`config.mk`:
```
export PLATFORM = sky130hd
export DESIGN_NAME = stx_length_bcc_frame_receiver_core
export DESIGN_NICKNAME = d
export VERILOG_FILES = /design/src/stxb_pkg.sv /design/src/stxb_datapath.sv /design/src/stxb_ctrl.sv /design/src/stx_length_bcc_frame_receiver_core.sv
export SDC_FILE = /design/constraint.sdc
export NUM_CORES = 1
export LEC_CHECK = 0
export BUFFER_PORTS_ARGS = -buffer_cell sky130_fd_sc_hd__buf_2
export CAP_MARGIN = 40
export CORE_ASPECT_RATIO = 1.5
export CORE_MARGIN = 1.5
export CORE_UTILIZATION = 30
export CTS_CLUSTER_DIAMETER = 150
export DETAILED_ROUTE_END_ITERATION = 8
export SYNTH_ARGS = -nofsm -noshare
export SYNTH_HDL_FRONTEND = slang
export SYNTH_SLANG_ARGS = --single-unit
```
`constraint.sdc`:
```
create_clock -name clk -period 9.73 [get_ports clk]
set_input_delay 1.4595 -clock clk [delete_from_list [all_inputs] [get_ports clk]]
set_output_delay 1.4595 -clock clk [all_outputs]
set_load 0.02 [all_outputs]
```
`src/stxb_pkg.sv`:
```
// Shared codes, types and constants for the STX/length/BCC frame receiver.
package stxb_pkg;

    // Input item kinds
    localparam logic [1:0] KIND_BYTE   = 2'd0;
    localparam logic [1:0] KIND_ERROR  = 2'd1;
    localparam logic [1:0] KIND_REOPEN = 2'd2;
    localparam logic [1:0] KIND_SPARE  = 2'd3;

    // Output item kinds
    localparam logic OUT_FRAME = 1'b0;
    localparam logic OUT_TX    = 1'b1;

    // Protocol bytes
    localparam logic [7:0] BYTE_STX = 8'h02;
    localparam logic [7:0] BYTE_ACK = 8'h06;
    localparam logic [7:0] BYTE_ENQ = 8'h05;

    // Frame length rules: overhead plus data length, fixed length for empty data
    localparam logic [16:0] FLEN_OVERHEAD = 17'd5;
    localparam logic [16:0] FLEN_EMPTY    = 17'd12;
    localparam logic [16:0] FLEN_MIN_CNT  = 17'd2;

    typedef enum logic [1:0] {
        ST_IDLE,
        ST_READ,
        ST_LOAD,
        ST_SEND
    } state_t;

    typedef struct packed {
        logic accept;
        logic load_enq;
        logic rd_start;
        logic load_frame;
        logic rd_advance;
    } cmd_t;

    typedef struct packed {
        logic frame_ok;
        logic ack;
        logic out_last;
    } status_t;

endpackage

```
`src/stxb_datapath.sv`:
```
// Datapath: frame store, fill count, running BCC, length capture and output registers.
module stxb_datapath
    import stxb_pkg::*;
#(
    parameter int STORE_DEPTH = 64
)
(
    input  logic       clk,
    input  logic       rst_n,
    input  cmd_t       cmd,
    output status_t    status,
    input  logic [1:0] kind,
    input  logic [7:0] rx_byte,
    output logic       out_kind,
    output logic [7:0] data,
    output logic       last,
    output logic [6:0] frame_length
);

    localparam int AW = $clog2(STORE_DEPTH);

    logic [7:0]    store_mem [STORE_DEPTH];

    logic [AW-1:0] idx_reg, idx_next;
    logic [7:0]    bcc_reg, bcc_next;
    logic [7:0]    dlen_hi_reg;
    logic [7:0]    dlen_lo_reg;
    logic          open_reg, open_next;
    logic [AW-1:0] rd_idx_reg;
    logic [AW-1:0] last_idx_reg;
    logic [7:0]    rd_data_reg;
    logic          out_kind_reg;
    logic [7:0]    data_reg;
    logic          last_reg;
    logic [6:0]    frame_length_reg;

    logic          is_byte;
    logic          at_head;
    logic [AW-1:0] cnt_new;
    logic [15:0]   dlen;
    logic [16:0]   flen;
    logic [16:0]   cnt_wide;
    logic          check;
    logic          frame_ok;
    logic          ack;

    // Decode the incoming item against the current fill state
    always_comb
    begin
        is_byte  = (kind == KIND_BYTE) && open_reg;
        at_head  = (idx_reg == '0);
        cnt_new  = (idx_reg == AW'(STORE_DEPTH - 1)) ? '0 : idx_reg + 1'b1;
        cnt_wide = 17'(cnt_new);
        bcc_next = at_head ? rx_byte : (bcc_reg ^ rx_byte);
        dlen     = {dlen_hi_reg, dlen_lo_reg};
        flen     = (dlen == 16'd0) ? FLEN_EMPTY : (17'(dlen) + FLEN_OVERHEAD);
        // Past the head the first stored byte is always STX
        check    = !at_head && (cnt_wide > FLEN_MIN_CNT) && (cnt_wide >= flen);
        frame_ok = is_byte && check && (bcc_next == 8'h00);
        ack      = is_byte && at_head && (rx_byte == BYTE_ACK);
    end

    // Advance or clear the fill count
    always_comb
    begin
        idx_next = idx_reg;
        if (cmd.accept && is_byte)
        begin
            if (at_head)
                idx_next = (rx_byte == BYTE_STX) ? cnt_new : '0;
            else
                idx_next = check ? '0 : cnt_new;
        end
    end

    // Open on reopen, close after an accepted frame
    always_comb
    begin
        open_next = open_reg;
        if (cmd.accept && (kind == KIND_REOPEN))
            open_next = 1'b1;
        else if (cmd.accept && frame_ok)
            open_next = 1'b0;
    end

    // Hold control state
    always_ff @(posedge clk or negedge rst_n)
    begin
        if (!rst_n)
        begin
            idx_reg    <= '0;
            open_reg   <= 1'b1;
            rd_idx_reg <= '0;
        end
        else
        begin
            idx_reg  <= idx_next;
            open_reg <= open_next;
            if (cmd.rd_start)
                rd_idx_reg <= '0;
            else if (cmd.rd_advance)
                rd_idx_reg <= rd_idx_reg + 1'b1;
        end
    end

    // Capture running BCC and length bytes
    always_ff @(posedge clk or negedge rst_n)
    begin
        if (!rst_n)
        begin
            bcc_reg     <= '0;
            dlen_hi_reg <= '0;
            dlen_lo_reg <= '0;
        end
        else if (cmd.accept && is_byte)
        begin
            bcc_reg <= bcc_next;
            if (idx_reg == AW'(1))
                dlen_hi_reg <= rx_byte;
            if (idx_reg == AW'(2))
                dlen_lo_reg <= rx_byte;
        end
    end

    // Write and read the frame store
    always_ff @(posedge clk)
    begin
        if (cmd.accept && is_byte)
            store_mem[idx_reg] <= rx_byte;
        rd_data_reg <= store_mem[rd_idx_reg];
    end

    // Load output item registers
    always_ff @(posedge clk)
    begin
        if (cmd.accept && frame_ok)
        begin
            last_idx_reg     <= AW'(flen - 17'd1);
            out_kind_reg     <= OUT_FRAME;
            frame_length_reg <= flen[6:0];
        end
        else if (cmd.load_enq)
        begin
            out_kind_reg     <= OUT_TX;
            data_reg         <= BYTE_ENQ;
            last_reg         <= 1'b1;
            frame_length_reg <= 7'd0;
        end
        else if (cmd.load_frame)
        begin
            data_reg <= rd_data_reg;
            last_reg <= (rd_idx_reg == last_idx_reg);
        end
    end

    assign status.frame_ok = frame_ok;
    assign status.ack      = ack;
    assign status.out_last = last_reg;

    assign out_kind     = out_kind_reg;
    assign data         = data_reg;
    assign last         = last_reg;
    assign frame_length = frame_length_reg;

endmodule

```
`src/stxb_ctrl.sv`:
```
// Controller: sequences byte intake, enquiry reply and frame emission.
module stxb_ctrl
    import stxb_pkg::*;
(
    input  logic    clk,
    input  logic    rst_n,
    input  logic    in_valid,
    output logic    in_stall,
    output logic    out_valid,
    input  logic    out_stall,
    input  status_t status,
    output cmd_t    cmd
);

    state_t state_reg, state_next;

    // Choose next state
    always_comb
    begin
        state_next = state_reg;
        case (state_reg)
            ST_IDLE:
            begin
                if (in_valid && status.frame_ok)
                    state_next = ST_READ;
                else if (in_valid && status.ack)
                    state_next = ST_SEND;
            end
            ST_READ:
                state_next = ST_LOAD;
            ST_LOAD:
                state_next = ST_SEND;
            ST_SEND:
            begin
                if (!out_stall)
                    state_next = status.out_last ? ST_IDLE : ST_READ;
            end
            default:
                state_next = ST_IDLE;
        endcase
    end

    // Drive handshake and datapath commands
    always_comb
    begin
        cmd        = '0;
        in_stall   = 1'b1;
        out_valid  = 1'b0;
        case (state_reg)
            ST_IDLE:
            begin
                in_stall     = 1'b0;
                cmd.accept   = in_valid;
                cmd.load_enq = in_valid && status.ack;
                cmd.rd_start = in_valid && status.frame_ok;
            end
            ST_LOAD:
                cmd.load_frame = 1'b1;
            ST_SEND:
            begin
                out_valid      = 1'b1;
                cmd.rd_advance = !out_stall && !status.out_last;
            end
            default:
            begin
                cmd = '0;
            end
        endcase
    end

    // Hold state
    always_ff @(posedge clk or negedge rst_n)
    begin
        if (!rst_n)
            state_reg <= ST_IDLE;
        else
            state_reg <= state_next;
    end

    // One item at a time: no intake while a result is offered
    assert property (@(posedge clk) disable iff (!rst_n) out_valid |-> in_stall)
        else $error("input taken while output item pending");

    // A loaded frame byte is offered in the next cycle
    assert property (@(posedge clk) disable iff (!rst_n)
        (state_reg == ST_LOAD) |=> out_valid)
        else $error("loaded frame byte not offered");

    // A stalled output item stays offered
    assert property (@(posedge clk) disable iff (!rst_n)
        (out_valid && out_stall) |=> out_valid)
        else $error("stalled output item withdrawn");

    // Frame start and enquiry reply never coincide
    assert property (@(posedge clk) disable iff (!rst_n)
        !(cmd.rd_start && cmd.load_enq))
        else $error("frame start and enquiry reply together");

endmodule

```
`src/stx_length_bcc_frame_receiver_core.sv`:
```
// Top level of the STX/length/BCC frame receiver.
//
// Input channel (in_valid/in_stall, kind, rx_byte) takes one UART event per
// item: a received byte, a byte with line error (dropped) or a reopen.
// Output channel (out_valid/out_stall, out_kind, data, last, frame_length)
// delivers either the bytes of a frame whose BCC matched, in store order
// with last on the final byte, or a single transmit byte 0x05 after an ACK.
// A byte item is taken at once when no result is pending. An enquiry
// reply is offered the cycle after its byte. A good frame is read back from
// the frame store byte by byte (address, registered read, output load), and
// each byte waits while the receiver holds out_stall before the next is read.
// in_stall stays high from the closing byte until the last result is taken.
// After an accepted frame reception stays closed until a reopen item.
// Reset clears the fill count and opens reception; the store is not cleared.
// While out_stall is high the offered item holds unchanged.
module stx_length_bcc_frame_receiver_core
    import stxb_pkg::*;
#(
    parameter int STORE_DEPTH = 64
)
(
    input  logic       clk,
    input  logic       rst_n,
    input  logic       in_valid,
    output logic       in_stall,
    input  logic [1:0] kind,
    input  logic [7:0] rx_byte,
    output logic       out_valid,
    input  logic       out_stall,
    output logic       out_kind,
    output logic [7:0] data,
    output logic       last,
    output logic [6:0] frame_length
);

    cmd_t    cmd;
    status_t status;

    // Sequence intake and emission
    stxb_ctrl u_ctrl (
        .clk       (clk),
        .rst_n     (rst_n),
        .in_valid  (in_valid),
        .in_stall  (in_stall),
        .out_valid (out_valid),
        .out_stall (out_stall),
        .status    (status),
        .cmd       (cmd)
    );

    // Store, check and present items
    stxb_datapath #(
        .STORE_DEPTH (STORE_DEPTH)
    ) u_datapath (
        .clk          (clk),
        .rst_n        (rst_n),
        .cmd          (cmd),
        .status       (status),
        .kind         (kind),
        .rx_byte      (rx_byte),
        .out_kind     (out_kind),
        .data         (data),
        .last         (last),
        .frame_length (frame_length)
    );

endmodule

```
# == Yosys cells after proc, flatten, opt, wreduce, memory -nomap -nowiden ==
# Memory sizes are Yosys's and may differ from the RTL's. A register that Yosys moved wholly into a read port is not among the register bits.
# Cells that the tools add are included.
# word_totals
out_inout_bits,19
wordCells,88
inputBits,14
mem_bits_rw,512
memories,1
regBits,62
# classes
addsub,4
bitwise_logic,2
n_mux,26
reduce_logical,29
n_eq_ne,12
order_cmp,2
# mem_list
memory,depth,width,rd,rd_ports_with_merged_regs,wr,line,text
u_datapath.store_mem,64,8,1,1,1,stxb_datapath.sv:22,logic [7:0] store_mem [STORE_DEPTH];
# ops
operator,n
$mux W6,6
$add A16 B3 Y17 const B,1
$ge A6 B17 Y1,1
$mux W17,1
$logic_not A16 Y1,1
$mux W8,2
$mux W7,2
$logic_and A1 B1 Y1,13
$add A6 B1 Y6 const B,2
$mux W1,10
$eq A8 B2 Y1 const B,1
$eq A8 B3 Y1 const B,1
$logic_not A8 Y1,1
$pmux W2 S4,1
$reduce_and A2 Y1,4
$reduce_bool A2 Y1,4
$xor A8 B8 Y8,1
$eq A2 B2 Y1 const B,3
$eq A6 B1 Y1 const B,1
$eq A6 B2 Y1 const B,1
$eq A6 B6 Y1,1
$eq A6 B6 Y1 const B,1
$gt A6 B2 Y1 const B,1
$logic_not A6 Y1,1
other kinds (9),14

# == Depth between registers and ports, before layout ==
# Gate-level depths: netlist of run 1.
# depth
depth_word,12
depth_mapped,15
mapped_depth_nobuf,15

# == Cells and area by module ==
# A second synthesis of run 1 with hierarchy kept.
# hier_totals
cells_unflattened,1179
hier_area_um2,23527.6
# modules_own_cells
module,n_inst,cells_each,seq_area_each_um2,area_per_inst_um2
stxb_datapath,1,1156,17142.7,23313.6
stxb_ctrl,1,23,50.0,214.0

# == Worst setup path before layout of run 1 ==
# OpenSTA, ideal clock, no wires.
# synth_path
kind,input-to-reg
start,in rx_byte[2]
end,"reg u_datapath.data_reg[0], in the netlist u_datapath.data[0] (enable)"
setup_ns,0.282
arrival_time_ns,3.187
cell_stages,9
t_required_ns,9.448
n_path_buf,1
setup_slack_ns,6.261
cell_sequence,clkbuf_1 > xor2_1 > a221oi_1 > o211a_1 > o2111ai_1 > nor4_4 > nand2_4 > inv_2 > nor2_1
# synth_between
elab_chain_len,7
word_cells_on_any_way,12
classes_between,1 x eq/ne; 2 x mux; 2 x bitwise; 7 x reduce/logical
# synth_lines
item,line,text
start: declaration,stx_length_bcc_frame_receiver_core.sv:27,"input logic [7:0] rx_byte,"
$xor A8 B8 Y8,stxb_datapath.sv:54,bcc_next = at_head ? rx_byte : (bcc_reg ^ rx_byte);
$mux W8,stxb_datapath.sv:54,
$logic_not A8 Y1,stxb_datapath.sv:59,frame_ok = is_byte && check && (bcc_next == 8'h00);
$logic_and A1 B1 Y1,stxb_datapath.sv:59,
$logic_and A1 B1 Y1,stxb_datapath.sv:136,if (cmd.accept && frame_ok)
$not A1 Y1 (no source line),n/a,
$reduce_and A2 Y1 (no source line) *,n/a,
end signal: assignment,stxb_datapath.sv:151,data_reg <= rd_data_reg;
end: declaration,stxb_datapath.sv:33,logic [7:0] data_reg;
# Mark *: on every way between the ends. The rest lies on a longest branch, timed or not.
# A chain may end at the register's enable or synchronous reset.

# == Final worst setup path of run 1 ==
# layout_path
start,reg u_datapath.idx_reg[0]
end,"reg u_datapath.data_reg[6], in the netlist u_datapath.data[6] (enable)"
# layout_between
elab_chain_len,10
word_cells_on_any_way,21
classes_between,1 x add/sub; 2 x order compare; 1 x eq/ne; 3 x mux; 1 x bitwise; 13 x reduce/logical
# layout_lines
item,line,text
start: declaration,stxb_datapath.sv:24,"logic [AW-1:0] idx_reg, idx_next;"
start signal: assignment,stxb_datapath.sv:97,idx_reg <= idx_next;
branches (longest 9 deep; another with $ge A6 B17 Y1),n/a,
$reduce_and A2 Y1 (no source line) *,n/a,
# Every way passes the cells marked *.

==> impl_results.html, run 1 <==
<table>
<tr><th>Metric</th><th>Value</th></tr>
<tr><th colspan="2">Status</th></tr>
<tr><td>Status</td><td>finished clean</td></tr>
<tr><th colspan="2">Floorplanning</th></tr>
<tr><td>Die height</td><td>about 350 µm</td></tr>
<tr><td>Initial standard-cell utilization of the core</td><td>between 30% and 40%</td></tr>
<tr><td>Num rows</td><td>125</td></tr>
<tr><td>Top Ports</td><td>33</td></tr>
<tr><td>Core box area</td><td>around 78000 µm²</td></tr>
<tr><td>Die W</td><td>231.7 µm</td></tr>
<tr><td>Die area</td><td>roughly 80000 µm²</td></tr>
<tr><th colspan="2">Synth</th></tr>
<tr><td>Number of different library cells in the post-synthesis netlist</td><td>69</td></tr>
<tr><td>Mean post-synth cell area</td><td>around 20 µm²</td></tr>
<tr><td>Number of enable flip-flop cells after synthesis</td><td>between 500 and 600</td></tr>
<tr><td>Async S/R FF share, synth</td><td>under 10%</td></tr>
<tr><td>Prevailing post-synth register cell</td><td>edfxtp_1</td></tr>
<tr><td>Number of warnings issued by yosys</td><td>0</td></tr>
<tr><td>Net count of the mapped netlist</td><td>about 1200</td></tr>
<tr><td>Part of the Yosys area used for sequential elements</td><td>between 70 and 80%</td></tr>
<tr><td>Cell count after synthesis</td><td>between 1000 and 1500</td></tr>
<tr><td>Total standard cell area after synthesis</td><td>about 24000 µm²</td></tr>
<tr><td>Number of synthesized register bits</td><td>a little under 600</td></tr>
<tr><th colspan="2">Clock network</th></tr>
<tr><td>Number of resized instances in the post-cts repair step</td><td>0</td></tr>
<tr><td>CTS Root Cell</td><td>clkbuf_16</td></tr>
<tr><td>Number of buffers added by the clock tree synthesis step</td><td>49</td></tr>
<tr><td># Post-CTS Setup Buffers</td><td>0</td></tr>
<tr><td>Clock-pin slew on the worst setup and hold paths</td><td>70 ps</td></tr>
<tr><td>TritonCTS clock tree</td><td>built</td></tr>
<tr><td>Clk_lat worst skew</td><td>approximately 600 ps</td></tr>
<tr><td>Number of buffers on the longest clock path</td><td>3</td></tr>
<tr><td>Sinks on Clock Net</td><td>around 580</td></tr>
<tr><td># hold bufs at CTS</td><td>0</td></tr>
<tr><td>Number of levels in the clock H-tree</td><td>2</td></tr>
<tr><th colspan="2">Timing</th></tr>
<tr><td>RSZ-0062 raised after global routing</td><td>false</td></tr>
<tr><td>Final WS setup</td><td>around 5700 ps</td></tr>
<tr><td>Worst hold slack</td><td>roughly 500 ps</td></tr>
<tr><td>Tcrit/Tclk final</td><td>between 40% and 50%</td></tr>
<tr><td># setup viols final</td><td>0</td></tr>
<tr><td>Clock period minus final worst setup slack</td><td>around 4000 ps</td></tr>
<tr><td>Actual transition at the worst max-transition pin</td><td>1204 ps</td></tr>
<tr><td>FMAX</td><td>249.3 MHz</td></tr>
<tr><td>Number of max-slew violations in the final report</td><td>0</td></tr>
<tr><td>Headroom to the max-slew limit</td><td>19.73%</td></tr>
<tr><td>Aggregate negative setup slack</td><td>0 ps</td></tr>
<tr><td>Final hold vios</td><td>0</td></tr>
<tr><td>Worst clock skew</td><td>between 15 and 20 ps</td></tr>
<tr><th colspan="2">Min path</th></tr>
<tr><td>Worst hold path type</td><td>reg -&gt; reg</td></tr>
<tr><td>Hold Path Cell Cnt</td><td>2</td></tr>
<tr><td>Start point of the worst min-delay path</td><td>u_datapath.out_kind</td></tr>
<tr><td>Capture endpoint of the worst hold path</td><td>u_datapath.out_kind</td></tr>
<tr><th colspan="2">Global route</th></tr>
<tr><td>Wire length of the first global-routing pass</td><td>between 70000 and 80000 µm</td></tr>
<tr><td>Maximum number of pins on one net before global-route repair</td><td>roughly 100</td></tr>
<tr><td>Total grt overflow</td><td>0</td></tr>
<tr><td>Overall Global Routing Usage</td><td>a little over an eighth</td></tr>
<tr><td>Via count of the first global-routing pass</td><td>approximately 12000</td></tr>
<tr><td>Antenna violations before repair</td><td>1</td></tr>
<tr><th colspan="2">Final layout</th></tr>
<tr><td>Leading cell type in the layout, fill and taps excluded</td><td>edfxtp_1</td></tr>
<tr><td>Fill cell total of the finished layout</td><td>7266</td></tr>
<tr><td>Sequential cell area in the final layout</td><td>between 15000 and 20000 µm²</td></tr>
<tr><td>Register containing the most flip-flops in the final layout</td><td>u_datapath.store_mem</td></tr>
<tr><td>Fraction of layout instances using a drive strength above 1</td><td>27.14%</td></tr>
<tr><td>Max reg flops</td><td>slightly above 500</td></tr>
<tr><td>Layout-stage area growth over the synthesis result</td><td>13.20%</td></tr>
<tr><td>Most used cells in the layout excluding fill and tap cells</td><td>534 x edfxtp_1, 168 x mux4_2, 102 x nor2_1</td></tr>
<tr><td>Fraction of the core area covered by cells at the end of the flow</td><td>between 30% and 40%</td></tr>
<tr><td>Non-filler cells in the finished layout</td><td>2292</td></tr>
<tr><td>NumNets Final</td><td>roughly 1300</td></tr>
<tr><td>Area used by multi-input combinational logic</td><td>around 6000 µm²</td></tr>
<tr><th colspan="2">Drt</th></tr>
<tr><td>Residual DRC count</td><td>0</td></tr>
<tr><td>Routed via count</td><td>about 11000</td></tr>
<tr><td>Remaining number of nets flagged by the antenna check after routing</td><td>0</td></tr>
<tr><td>Violation count after the first detailed-route iteration</td><td>about 880</td></tr>
<tr><td>Ratio of routed vias to standard cells</td><td>between 4 and 5</td></tr>
<tr><td>Pre-Repair DR Iteration Count</td><td>5</td></tr>
<tr><td>WL final</td><td>between 50000 and 60000 µm</td></tr>
<tr><td>Routed length per instance</td><td>23.07 µm</td></tr>
<tr><th colspan="2">Critical path</th></tr>
<tr><td>Largest driver fanout on the critical path</td><td>14</td></tr>
<tr><td>WP data required</td><td>just over 10000 ps</td></tr>
<tr><td>CP Capture Type</td><td>flip-flop</td></tr>
<tr><td>FF-to-FF path depth</td><td>13</td></tr>
<tr><td>End of the worst register-to-register path</td><td>u_datapath.data[6]</td></tr>
<tr><td>Critical Path AT</td><td>about 4400 ps</td></tr>
<tr><td>Worst Path Class, Setup</td><td>reg -&gt; reg</td></tr>
<tr><td>Worst setup slack for register-to-register paths</td><td>5720 ps</td></tr>
<tr><td>Kind of start point of the critical path</td><td>flip-flop</td></tr>
<tr><td>Critical register-to-register path startpoint</td><td>u_datapath.idx_reg[0]</td></tr>
<tr><td>Launching element of the worst setup path</td><td>u_datapath.idx_reg[0]</td></tr>
<tr><th colspan="2">Power and ir drop</th></tr>
<tr><td>Static Leakage</td><td>about 8.4 nW</td></tr>
<tr><td>Power Dens Cells</td><td>about 250 nW/µm²</td></tr>
<tr><td>Worst supply voltage drop on vdd</td><td>0.0002037 V</td></tr>
<tr><th colspan="2">Job</th></tr>
<tr><td>Max-cap viol count</td><td>0</td></tr>
<tr><th colspan="2">Place</th></tr>
<tr><td>Post-placement worst setup slack</td><td>5164 ps</td></tr>
<tr><td>Half-perimeter wire length after placement</td><td>approximately 34000 µm</td></tr>
<tr><td>Placed cell count</td><td>2199</td></tr>
<tr><td>Port-buffer cells</td><td>32</td></tr>
<tr><td>GP Congestion</td><td>0.7861</td></tr>
</table>
## routing by layer
layer	vias to the layer above	wire [µm]	GRT usage [%]	share of wire [%]
met5	-	7	0	0.013
met4	2	2138	5.738	4.0
met3	81	2073	1.787	3.9
met2	278	29000	24.37	55
met1	5988	19670	15.06	37
li1	4929	-	-	-
## area by class of cell
class / instances / area share [%]
Timing Repair Buffer: 64 / 1.611
Inverter: 13 / 0.1832
Clock buffer: 57 / 4.791
Tap cell: 1016 / 4.772
Sequential cell: 582 / 64.59
Multi-Input combinational cell: 527 / 22.67
Antenna cell: 1 / 0.009395
Clock inverter: 32 / 1.372
## worst max-delay path: stages, from the launching register on
cell and delay [ps]:
dfrtp_1 510, ha_1 380, nand3_1 180, nor2_1 350, a21oi_1 130, ha_1 330, nand2_1 60, o41ai_1 370
a41oi_1 150, nor4_4 570, nand2_4 150, inv_2 230, nor2_1 160, buf_6 180
## where the power goes
group | internal, W | switching (W)
clock network | 0.00112 | 0.000911
logic | 0.000841 | 0.000812
registers | 0.00280 | 0.000178
## stage by stage
stage,instance area (µm²),total power (W)
3_5_place_dp,24970,0.004735
6_report,26640,0.006662
2_1_floorplan,23530,0.004176
3_3_place_gp,24830,0.004706
4_1_cts,26610,0.006752
5_1_grt,26630,0.006900
## worst max-delay path by stage
stage | endpoint | slack [ps] | cells after the start
5_1_grt | u_datapath.data[6] | 5410 | 13
6_report | u_datapath.data[6] | 5720 | 13
2_1_floorplan | u_datapath.data[0] | 6260 | 9
4_1_cts | u_datapath.data[6] | 5700 | 13
3_5_place_dp | u_datapath.data[6] | 5160 | 11
3_3_place_gp | u_datapath.data[1] | 4970 | 10
## cells by family (layout without fill, tap and decap cells)
kind of cell,Yosys count,after routing,synth area share (%)
fa+ha+maj,17,17,0.9039
simple gates,226,226,4.706
flops,582,582,73.07
other cells,1,2,0.01594
xor+xnor,28,28,1.042
mux,187,187,16.97
compound gates,68,68,2.026
buf+inv,69,166,1.265
## cell usage after synthesis (12+ instances only)
cell type	count	share of area, %
mux2_2	16	0.77
xor2_1	14	0.52
edfxtp_1	534	68
clkbuf_1	27	0.43
mux4_2	168	16
dfrtp_1	38	4.0
nor2_1	102	1.6
nand2_1	36	0.57
inv_1	12	0.19
nand3_1	18	0.38
buf_1	15	0.24
nand2b_1	12	0.32
ha_1	17	0.90
xnor2_1	14	0.52
a21oi_1	18	0.38
Power figures use the tool's default switching activity.
==> run 2: changes to the inputs <==
==> constraint.sdc (replaced) <==
create_clock -name clk -period 4.2 [get_ports clk]
set_input_delay 0.63 -clock clk [delete_from_list [all_inputs] [get_ports clk]]
set_output_delay 0.63 -clock clk [all_outputs]
set_load 0.02 [all_outputs]
==> run 2 against run 1 <==
Against the previous run: critical path type unchanged; clock skew grew 2.8 ps; worst setup slack worse by 5200 ps; critical endpoint is now u_datapath.data[3]; routed wire length increased by 3.9%.
==> impl_results.html, run 2 (synthesis results as in run 1) <==
<table>
<tr><th>Metric</th><th>Value</th></tr>
<tr><th colspan="2">Global route</th></tr>
<tr><td>Maximum number of pins on one net before global-route repair</td><td>67 (-34%)</td></tr>
<tr><td>Wire length of the first global-routing pass</td><td>81470 µm (+4.2%)</td></tr>
<tr><td>Total grt overflow</td><td>0 (unchanged)</td></tr>
<tr><td>Antenna violations before repair</td><td>5 (+4)</td></tr>
<tr><td>Overall Global Routing Usage</td><td>13.77% (+0.56 points)</td></tr>
<tr><td>Via count of the first global-routing pass</td><td>11973 (+0.62%)</td></tr>
<tr><th colspan="2">Power and ir drop</th></tr>
<tr><td>Static Leakage</td><td>8.647 nW (+2.9%)</td></tr>
<tr><td>Net Sw Frac</td><td>28.47% (-0.077 points)</td></tr>
<tr><td>Worst supply voltage drop on vdd</td><td>0.0003617 V (+78%)</td></tr>
<tr><td>Combinational fraction of design power</td><td>26.6% (+1.8 points)</td></tr>
<tr><td>Sw Pwr</td><td>0.004382 W (+130%)</td></tr>
<tr><td>Power Dens Cells</td><td>570.1 nW/µm² (+130%)</td></tr>
<tr><td>Post-route total power</td><td>0.01539 W (+130%)</td></tr>
<tr><td>Sequential fraction of design power</td><td>44.2% (-0.6 points)</td></tr>
<tr><td>Internal power</td><td>0.01101 W (+130%)</td></tr>
<tr><td>Clock share of power</td><td>29.1% (-1.3 points)</td></tr>
<tr><th colspan="2">Timing</th></tr>
<tr><td>Worst clock skew</td><td>19.08 ps (+2.768 ps)</td></tr>
<tr><td>FMAX</td><td>268.5 MHz (+7.7%)</td></tr>
<tr><td>Actual transition at the worst max-transition pin</td><td>861.2 ps (-342.9 ps)</td></tr>
<tr><td>RSZ-0062 raised after global routing</td><td>false</td></tr>
<tr><td>Final WS setup</td><td>475.3 ps (-5243 ps)</td></tr>
<tr><td>Final hold vios</td><td>0 (unchanged)</td></tr>
<tr><td>Number of max-slew violations in the final report</td><td>0 (unchanged)</td></tr>
<tr><td>Clock period minus final worst setup slack</td><td>3725 ps (-286.8 ps)</td></tr>
<tr><td>Headroom to the max-slew limit</td><td>42.38% (+23 points)</td></tr>
<tr><td># setup viols final</td><td>0 (unchanged)</td></tr>
<tr><td>Tcrit/Tclk final</td><td>88.68% (+47 points)</td></tr>
<tr><td>Aggregate negative setup slack</td><td>0 ps (unchanged)</td></tr>
<tr><th colspan="2">Floorplanning</th></tr>
<tr><td>Die area</td><td>80160 µm² (unchanged)</td></tr>
<tr><td>Initial standard-cell utilization of the core</td><td>30.33% (unchanged)</td></tr>
<tr><td>Die W</td><td>231.7 µm (unchanged)</td></tr>
<tr><td>Core box area</td><td>77570 µm² (unchanged)</td></tr>
<tr><td>Num rows</td><td>125 (unchanged)</td></tr>
<tr><td>Top Ports</td><td>33 (unchanged)</td></tr>
<tr><td>Die height</td><td>346 µm (unchanged)</td></tr>
<tr><th colspan="2">Place</th></tr>
<tr><td>Placed cell count</td><td>2254 (+2.5%)</td></tr>
<tr><td>Port-buffer cells</td><td>32 (unchanged)</td></tr>
<tr><td>Dpl cell area</td><td>25430 µm² (+1.9%)</td></tr>
<tr><td>Half-perimeter wire length after placement</td><td>37120 µm (+10%)</td></tr>
<tr><td>Post-placement worst setup slack</td><td>338.2 ps (-4826 ps)</td></tr>
<tr><td>GP Congestion</td><td>0.7948 (+1.1%)</td></tr>
<tr><th colspan="2">Critical path</th></tr>
<tr><td>Largest driver fanout on the critical path</td><td>14 (unchanged)</td></tr>
<tr><td>Largest stage delay on the critical path</td><td>430 ps (-140 ps)</td></tr>
<tr><td>WP data required</td><td>4530 ps (-5540 ps)</td></tr>
<tr><td>Worst Path Class, Setup</td><td>reg -&gt; reg</td></tr>
<tr><td>CP Cell Sequence</td><td>inv_1, ha_1, nor4b_1, and4_1, or2_2, inv_1, ha_1, nand2b_1, a31oi_1, o41ai_1, a41oi_1, nor4_4, nand2_4, inv_2, nor2_1, buf_4</td></tr>
<tr><td>FF-to-FF path depth</td><td>16 (+3)</td></tr>
<tr><td>Worst setup slack for register-to-register paths</td><td>480 ps (-5240 ps)</td></tr>
<tr><td>Critical register-to-register path startpoint</td><td>u_datapath.dlen_lo_reg[0]</td></tr>
<tr><td>End of the worst register-to-register path</td><td>u_datapath.data[3]</td></tr>
<tr><td>Cell with the largest stage delay on the worst path</td><td>dfrtp_1</td></tr>
<tr><td>Kind of start point of the critical path</td><td>flip-flop</td></tr>
<tr><td>Critical Path AT</td><td>4050 ps (-300 ps)</td></tr>
<tr><td>CP Capture Type</td><td>flip-flop</td></tr>
<tr><th colspan="2">Final layout</th></tr>
<tr><td>Most used cells in the layout excluding fill and tap cells</td><td>534 x edfxtp_1, 168 x mux4_2, 102 x nor2_1</td></tr>
<tr><td>Number of diodes added for antenna fixing</td><td>0 (-1)</td></tr>
<tr><td>Leading cell type in the layout, fill and taps excluded</td><td>edfxtp_1</td></tr>
<tr><td>Max reg flops</td><td>512 (unchanged)</td></tr>
<tr><td>NumNets Final</td><td>1321 (+4.2%)</td></tr>
<tr><td>Non-filler cells in the finished layout</td><td>2343 (+2.2%)</td></tr>
<tr><td>Layout-stage area growth over the synthesis result</td><td>14.75%</td></tr>
<tr><td>Fraction of layout instances using a drive strength above 1</td><td>29.24% (+2.1 points)</td></tr>
<tr><td>Post-route cell area</td><td>27000 µm² (+1.4%)</td></tr>
<tr><td>Register containing the most flip-flops in the final layout</td><td>u_datapath.store_mem</td></tr>
<tr><th colspan="2">Min path</th></tr>
<tr><td>Start point of the worst min-delay path</td><td>kind[1]</td></tr>
<tr><td>Hold Path Cell Cnt</td><td>2 (unchanged)</td></tr>
<tr><td>Capture endpoint of the worst hold path</td><td>u_datapath.open_reg</td></tr>
<tr><td>Worst hold path type</td><td>in -&gt; reg</td></tr>
<tr><th colspan="2">Job</th></tr>
<tr><td>Max-cap viol count</td><td>0 (unchanged)</td></tr>
<tr><th colspan="2">Drt</th></tr>
<tr><td>Violation count after the first detailed-route iteration</td><td>769 (-13%)</td></tr>
<tr><td>Ratio of routed vias to standard cells</td><td>4.897 (-0.48%)</td></tr>
<tr><td>Routed length per instance</td><td>23.46 µm (+1.7%)</td></tr>
<tr><td>Routed via count</td><td>11474 (+1.7%)</td></tr>
<tr><td>WL final</td><td>54960 µm (+3.9%)</td></tr>
<tr><td>Pre-Repair DR Iteration Count</td><td>6 (+1)</td></tr>
<tr><td>Remaining number of nets flagged by the antenna check after routing</td><td>0 (unchanged)</td></tr>
<tr><td>Residual DRC count</td><td>0 (unchanged)</td></tr>
<tr><th colspan="2">Clock network</th></tr>
<tr><td>CTS Root Cell</td><td>clkbuf_16</td></tr>
<tr><td>Clock-pin slew on the worst setup and hold paths</td><td>70 ps (about the same)</td></tr>
<tr><td>TritonCTS clock tree</td><td>built</td></tr>
<tr><td>Number of levels in the clock H-tree</td><td>2 (unchanged)</td></tr>
<tr><td>Clk_lat worst skew</td><td>590 ps (about the same)</td></tr>
<tr><td>Sinks on Clock Net</td><td>582 (unchanged)</td></tr>
<tr><td>Number of resized instances in the post-cts repair step</td><td>0 (unchanged)</td></tr>
<tr><td>Number of buffers on the longest clock path</td><td>3 (unchanged)</td></tr>
<tr><td>Number of buffers added by the clock tree synthesis step</td><td>48 (-2.0%)</td></tr>
<tr><th colspan="2">Status</th></tr>
<tr><td>Status</td><td>finished clean</td></tr>
</table>
run 2: worst max-delay path by stage:
stage	startpoint	to	slack [ps]	depth (start not counted)
floorplan	u_datapath.dlen_lo_reg[0]	u_datapath.data[0]	740	15
global placement	u_datapath.dlen_lo_reg[0]	u_datapath.data[5]	430	16
detailed placement	u_datapath.dlen_lo_reg[0]	u_datapath.data[3]	340	16
CTS	u_datapath.dlen_lo_reg[0]	u_datapath.data[3]	330	16
global route	u_datapath.dlen_lo_reg[0]	u_datapath.data[3]	150	16
finish	u_datapath.dlen_lo_reg[0]	u_datapath.data[3]	480	16
run 2: critical path: cells and delay by family (launching register included):
family                   cells  cell delay (ps)
buffers and inverters        4              580
flip-flops                   1              430
AND/OR/NAND/NOR              7             1440
adder cells (fa/ha/maj)      2              410
AO/OA/AOI/OAI                3              620
run 2: layout make-up:
| cell class | instances | area [µm²] |
|---|---|---|
| timing repair buffer | 118 | 890.9 |
| clock inverter | 27 | 239.0 |
| tap | 1016 | 1271 |
| fill | 7270 | 50570 |
| sequential | 582 | 17200 |
| clock buffer | 60 | 1309 |
| multi-input combinational | 527 | 6040 |
| inverter | 13 | 48.80 |
run 2: per-stage QoR:
stage | hold WS [ps] | utilization (%)
detailed placement | 476.0 | 32.79
finish | 325.7 | 34.80
global route | 329.7 | 34.80
global placement | 471.8 | 32.73
CTS | 300.9 | 34.80
floorplan | 334.4 | -
run 2: power groups by stage:
stage / sequential (W) / clock [W] / combinational (W)
6_report: 0.00681 / 0.00449 / 0.00410
5_1_grt: 0.00684 / 0.00477 / 0.00435
4_1_cts: 0.00682 / 0.00458 / 0.00422
3_5_place_dp: 0.00695 / 0 / 0.00421
3_3_place_gp: 0.00697 / 0 / 0.00413
2_1_floorplan: 0.00672 / 0 / 0.00295
run 2: layer usage:
layer	global-route usage [%]	part of all wire, %	vias up
met3	1.334	3.1	72
met4	4.294	2.6	0
li1	-	-	5020
met5	0	0	-
met1	15.86	38	6123
met2	26.40	56	259
run 2: what timing repair did:
action	CTS	global route
hold endpoints to repair	9	0
hold buffers	1	0
setup endpoints to repair	0	9
setup buffers	0	1
